[src/rtl/button_press_qualifier_core_defines.svh]
// assertion macros for the button press qualifier
// used by the top level only, no other dependencies
`ifndef BUTTON_PRESS_QUALIFIER_CORE_DEFINES_SVH
`define BUTTON_PRESS_QUALIFIER_CORE_DEFINES_SVH

`ifndef SYNTH
// same-cycle implication
`define BPQ_ASSERT_IMP(label, clk, rst_n, ante, cons) \
    label: assert property (@(posedge clk) disable iff (!(rst_n)) (ante) |-> (cons)) \
        else $error("bpq assertion failed");
// next-cycle implication
`define BPQ_ASSERT_NXT(label, clk, rst_n, ante, cons) \
    label: assert property (@(posedge clk) disable iff (!(rst_n)) (ante) |=> (cons)) \
        else $error("bpq assertion failed");
`else
`define BPQ_ASSERT_IMP(label, clk, rst_n, ante, cons)
`define BPQ_ASSERT_NXT(label, clk, rst_n, ante, cons)
`endif

`endif

[src/rtl/bpq_pkg.sv]
// types and constants shared by the button press qualifier
// no dependencies
package bpq_pkg;

    localparam int TIME_W = 32;
    localparam int MS_W   = 16;

    typedef enum logic [1:0] {
        EV_NONE    = 2'd0,
        EV_PRESSED = 2'd1,
        EV_LONG    = 2'd2
    } t_event;

    typedef enum logic [1:0] {
        REG_LONG_PRESS_ENABLE  = 2'd0,
        REG_LONG_PRESS_MS      = 2'd1,
        REG_REPEAT_INTERVAL_MS = 2'd2,
        REG_DEBOUNCE_MS        = 2'd3
    } t_reg_index;

    localparam logic STATUS_OK      = 1'b0;
    localparam logic STATUS_CFG_ERR = 1'b1;

    localparam logic            RST_LONG_PRESS_ENABLE  = 1'b0;
    localparam logic [MS_W-1:0] RST_LONG_PRESS_MS      = 16'd1000;
    localparam logic [MS_W-1:0] RST_REPEAT_INTERVAL_MS = 16'd500;
    localparam logic [MS_W-1:0] RST_DEBOUNCE_MS        = 16'd200;

    typedef struct packed {
        logic            long_press_enable;
        logic [MS_W-1:0] long_press_ms;
        logic [MS_W-1:0] repeat_interval_ms;
        logic [MS_W-1:0] debounce_ms;
    } t_cfg;

    typedef struct packed {
        logic              prev_level;
        logic [TIME_W-1:0] fall_time;
        logic              long_active;
    } t_state;

    typedef struct packed {
        t_event event_code;
        logic   level_seen;
        logic   status;
    } t_result;

endpackage

[src/rtl/bpq_eval.sv]
// per-request decision logic: next state and result from state, config and sample
// depends on bpq_pkg
module bpq_eval
    import bpq_pkg::*;
(
    input  t_cfg              i_cfg,
    input  t_state            i_state,
    input  logic [TIME_W-1:0] i_now_ms,
    input  logic              i_pin_level,
    output t_state            o_state,
    output t_result           o_result
);

    logic              cfg_err;
    logic [MS_W-1:0]   interval;
    logic [TIME_W-1:0] diff;
    logic [TIME_W-1:0] debounce_ext;
    logic [TIME_W-1:0] long_ext;
    logic [TIME_W-1:0] interval_ext;

    assign cfg_err  = i_cfg.long_press_enable && (i_cfg.long_press_ms < i_cfg.debounce_ms);
    assign interval = (i_cfg.repeat_interval_ms < i_cfg.debounce_ms) ?
                      i_cfg.debounce_ms : i_cfg.repeat_interval_ms;
    // wraps modulo 2^32
    assign diff         = i_now_ms - i_state.fall_time;
    assign debounce_ext = {{(TIME_W-MS_W){1'b0}}, i_cfg.debounce_ms};
    assign long_ext     = {{(TIME_W-MS_W){1'b0}}, i_cfg.long_press_ms};
    assign interval_ext = {{(TIME_W-MS_W){1'b0}}, interval};

    always_comb begin
        o_state             = i_state;
        o_result.event_code = EV_NONE;
        o_result.level_seen = i_pin_level;
        o_result.status     = STATUS_OK;
        if (cfg_err) begin
            o_result.level_seen = 1'b0;
            o_result.status     = STATUS_CFG_ERR;
        end else begin
            if (i_state.prev_level && !i_pin_level) begin
                o_state.fall_time = i_now_ms;
            end else if (!i_state.prev_level && i_pin_level) begin
                if (diff > debounce_ext) begin
                    // a release after a long press only ends it
                    if (i_state.long_active) begin
                        o_state.long_active = 1'b0;
                    end else begin
                        o_result.event_code = EV_PRESSED;
                    end
                end
            end else if (!i_state.prev_level && !i_pin_level) begin
                if (i_cfg.long_press_enable) begin
                    if ((diff >= long_ext) && !i_state.long_active) begin
                        o_state.long_active = 1'b1;
                        o_result.event_code = EV_LONG;
                    end
                end else if (diff > interval_ext) begin
                    // auto-repeat restarts timing on each report
                    o_result.event_code = EV_PRESSED;
                    o_state.fall_time   = i_now_ms;
                end
            end
            o_state.prev_level = i_pin_level;
        end
    end

endmodule

[config.mk]
export PLATFORM = sky130hd
export DESIGN_NAME = bpq_eval
export DESIGN_NICKNAME = d
export VERILOG_FILES = /design/src/rtl/button_press_qualifier_core_defines.svh /design/src/rtl/bpq_pkg.sv /design/src/rtl/bpq_eval.sv
export SDC_FILE = /design/constraint.sdc
export NUM_CORES = 1
export LEC_CHECK = 0
export ABC_AREA = 1
export BUFFER_PORTS_ARGS = -buffer_cell sky130_fd_sc_hd__buf_2
export CORE_MARGIN = 8
export CORE_UTILIZATION = 43
export DETAILED_ROUTE_END_ITERATION = 10
export PLACE_DENSITY = 0.82
export SYNTH_ARGS = -nofsm -noshare
export SYNTH_HDL_FRONTEND = slang
export SYNTH_SLANG_ARGS = --single-unit
[constraint.sdc]
create_clock -name vclk -period 2.8
set_clock_uncertainty 0.1 [all_clocks]
set_input_delay 0.14 -clock vclk [all_inputs]
set_output_delay 0.14 -clock vclk [all_outputs]
set_load 0.05 [all_outputs]
; ---- Word level (Yosys, flattened, before mapping)
; Index checks and enable logic that the tools add are counted.
[totals]
ff_bits = 0
out_inout_bits = 38
word_cells = 36
inputBits = 116
[classes]
n_lt_le_gt_ge = 5
n_reduce_logical = 8
n_mux = 22
addsub = 1
[op_table]
columns = op, count
row1 = $mux 32, 4
row2 = $gt 32x16->1, 2
row3 = $mux 34, 1
row4 = $mux 33, 1
row5 = $ge 32x16->1, 1
row6 = $lt 16x16->1, 2
row7 = $sub 32x32->32, 1
row8 = $mux 16, 1
row9 = $mux 2, 7
row10 = $mux 1, 8
row11 = $logic_and 1x1->1, 5
row12 = $logic_not 1->1, 3

; ---- Logic depth before layout (Yosys ltp)
[logic_depth]
ltp_word = 9
ltp_mapped = 26
ltp_nobuf = 25

; ---- Worst setup path before layout
; OpenSTA, ideal clock, no wires.
[synth_path]
kind = input -> output
startpoint = input i_now_ms[0]
endpoint = output o_state[0] (netlist name)
required_time_ns = 2.560
arrival_time_ns = 3.260
setup_slack_ns = -0.700
cell_stages = 22
cell_sequence = inv_1 ha_1 inv_1 fa_1 nand3_1 nand3_2 nand2_1 nand2_1 xor2_1 ha_1 nand2_1 nor2_1 a211oi_1 o21ai_0 nand2_1 nand4_1 nand2_1 nand2_1 nor2_1 nand3_1 nand3_1 o21ai_0
[synth_lines]
columns = item, line_no
row1 = from (decl), bpq_eval.sv:8  ; input logic [TIME_W-1:0] i_now_ms,
row2 = to (decl), bpq_eval.sv:10  ; output t_state o_state,

==> flow_summary.json <==
{
  "design_area_um2": 8790,
  "yosys.cell_types.count": 34,
  "grt_max_degree": 33,
  "initial_utilization_pct": 43.4,
  "critical_path.max_fanout": 8,
  "num_antenna_cells": 0,
  "grt_pass1_wl_um": 30900,
  "wirelength_um": 20800,
  "whs_ns": 0.482,
  "core.rowCount": 40,
  "power_density_nw_per_um2": 290,
  "finalNonFillerCells": 1434,
  "syn_area_um2": 5140,
  "dp_hpwl_um": 15600,
  "placed_cells": 1421,
  "fin_ws_ns": -1.10,
  "dpl_worst_slack_ns": -1.04,
  "relSlewSlack_pct": 74.1,
  "fin_crit_sh_pct": 139,
  "slew_viol_final": 0,
  "critical_path_class": "in2out",
  "grt_overflow": 0,
  "core_um2": 11900,
  "seq_cells": 0,
  "worstMarginPinSlew_ns": 0.387,
  "drc": 0,
  "ir_drop_v": 0.000183,
  "routed-via-count": 7443,
  "startpoint_type": "primary input",
  "synthCells": 980,
  "violations": "setup timing",
  "layout_min_cycle_time_ns": 3.90,
  "synth_nets": 1206,
  "seq_area_um2": 0,
  "hold_buffers": 0,
  "grt_pass1_vias": 7159,
  "die_area_um2": 15700,
  "ioPinCount": 154,
  "place_congestion": 0.891,
  "postRouteAntennaNets": 0,
  "wl_per_cell_um": 14.5,
  "via_per_inst": 5.19,
  "dpl-instance-area_um2": 7600,
  "p_leak_uw": 0.00511,
  "syn_area_per_cell_um2": 5.25,
  "die_h_um": 125,
  "fillers": 872,
  "slowest_stage": "ha_1",
  "rsz0062_at_grt": "true",
  "required_ns": 2.56,
  "firstDrtPassIters": 5,
  "hp-class": "in2out",
  "grt_use_total_pct": 22.5,
  "layout-drive-gt1-share_pct": 37.3,
  "cp-end-kind": "output port",
  "setup-violations-final": 35,
  "yosys_warnings": 0,
  "fmaxAchievable_ghz": 0.257,
  "maxCapViolCount": 0,
  "antenna_found_initial": 0,
  "outcome": "finished, violations left",
  "drtIter0Drc": 583,
  "cp.arrival_ns": 3.66,
  "path_cells": "buf_12 > inv_16 > ha_4 > o21a_1 > o211ai_1 > a21oi_2 > o211ai_1 > o2111ai_4 > clkbuf_16 > a21oi_1 > ha_1 > a21oi_1 > o21ai_1 > nand4_1 > o2111ai_2 > nand2_1 > nand3_1 > nand2_2 > nand2_4 > nand2_8 > buf_6 > nand2_1 > nand2_4 > buf_6",
  "syn2layout_area_growth_pct": 70.8,
  "nClkBuffers": 0,
  "die_width_um": 125,
  "slowest_delay_ns": 0.30,
  "port_buffers": 154,
  "nNetsFinal": 1515,
  "power.total_uw": 2540,
  "finalHoldViolCount": 0,
  "ys_seq_area_share_pct": 0
}
-- logic make-up (layout without fill, tap and decap cells) --
family | Yosys count | after routing | synth area share [%]
AO/OA/AOI/OAI | 96 | 96 | 10.5
XOR/XNOR | 15 | 15 | 2.55
adder cells (fa/ha/maj) | 110 | 110 | 26.9
buffers and inverters | 211 | 518 | 16.0
AND/OR/NAND/NOR | 548 | 548 | 44.1
-- cell usage after synthesis (2+ instances only) --
cell type  number  area (µm²)
o31ai_1         2        15.0
nand3b_1        2        15.0
buf_2           3        15.0
nand3_2         2        20.0
nand3_1        71         355
o21bai_1        5        37.5
clkbuf_1        6        22.5
ha_1          109        1360
a21oi_1        64         320
nor2_1         79         297
buf_6           3        33.8
nand2_2         7        43.8
nor3_1          9        45.0
o2111ai_1       2        17.5
xor2_1         15         131
inv_1         198         743
nand2_1       354        1330
o21a_1          3        22.5
o211ai_1        5        37.5
o21ai_0        10        50.1
nand4_1        12        75.1
nor2_2          6        37.5
nand2_4         2        22.5
-- path summary, 6_finish.rpt --
path / startpoint / endpoint / cells after the start
setup / recovery: i_cfg[1] / o_state[19] / 24
hold / removal: i_state[0] / o_result[3] / 3
-- area by class of cell --
class                           count  area, µm²  share of cell area, %
Timing Repair Buffer              320       2490                   28.4
Inverter                          198        774                   8.81
Tap cell                          147        184                   2.09
Multi-Input combinational cell    769       5340                   60.7
-- stage by stage --
step	utilization [%]	setup TNS, ns
after floorplan	-	-10.43
after global placement	64.0	-31.27
after detailed placement	64.0	-34.65
after CTS	67.6	-30.24
after global routing	74.1	-42.11
final	74.1	-35.61
-- worst max-delay path, delay by kind of cell --
| family | cells | cell delay (ns) |
|---|---|---|
| fa+ha+maj | 2 | 0.48 |
| buf+inv | 5 | 0.70 |
| simple gates | 8 | 0.80 |
| compound gates | 9 | 1.53 |
-- what timing repair did --
item,4_1_cts,5_1_grt
buffers inserted,3,7
cloned,0,5
resized for setup,95,136
endpoints found under the setup margin,35,38
pin swaps,20,31
-- routing by layer --
| metal | vias to the layer above | global-route usage, % | wire [µm] |
|---|---|---|---|
| met5 | - | 0 | 0 |
| met4 | 0 | 4.23 | 546 |
| met3 | 58 | 3.82 | 1350 |
| met2 | 302 | 42.8 | 10500 |
| met1 | 3383 | 25.6 | 8400 |
| li1 | 3700 | - | - |
-- cell usage in the layout (no fill, tap or decap), types with 7 or more instances in the layout --
cell	netlist	routed
nand2_1	354	288
inv_1	198	190
buf_4	1	152
buf_2	3	116
ha_1	109	87
nor2_1	79	71
nand3_1	71	62
a21oi_1	64	56
nand2_4	2	40
nand2_2	7	33
buf_8	0	27
ha_4	0	21
buf_6	3	17
nand4_1	12	12
nor2_2	6	11
a21oi_2	0	8
nand3_2	2	7
nor3_1	9	7
-- power breakdown --
| part | switching (µW) | internal (µW) | leakage, µW | total, µW |
|---|---|---|---|---|
| sequential | 0 | 0 | 0 | 0 |
| combinational | 1410 | 1130 | 0.00511 | 2540 |
| clock | 0 | 0 | 0 | 0 |
| total | 1410 | 1130 | 0.00511 | 2540 |
(Power assumes the default switching activity.)
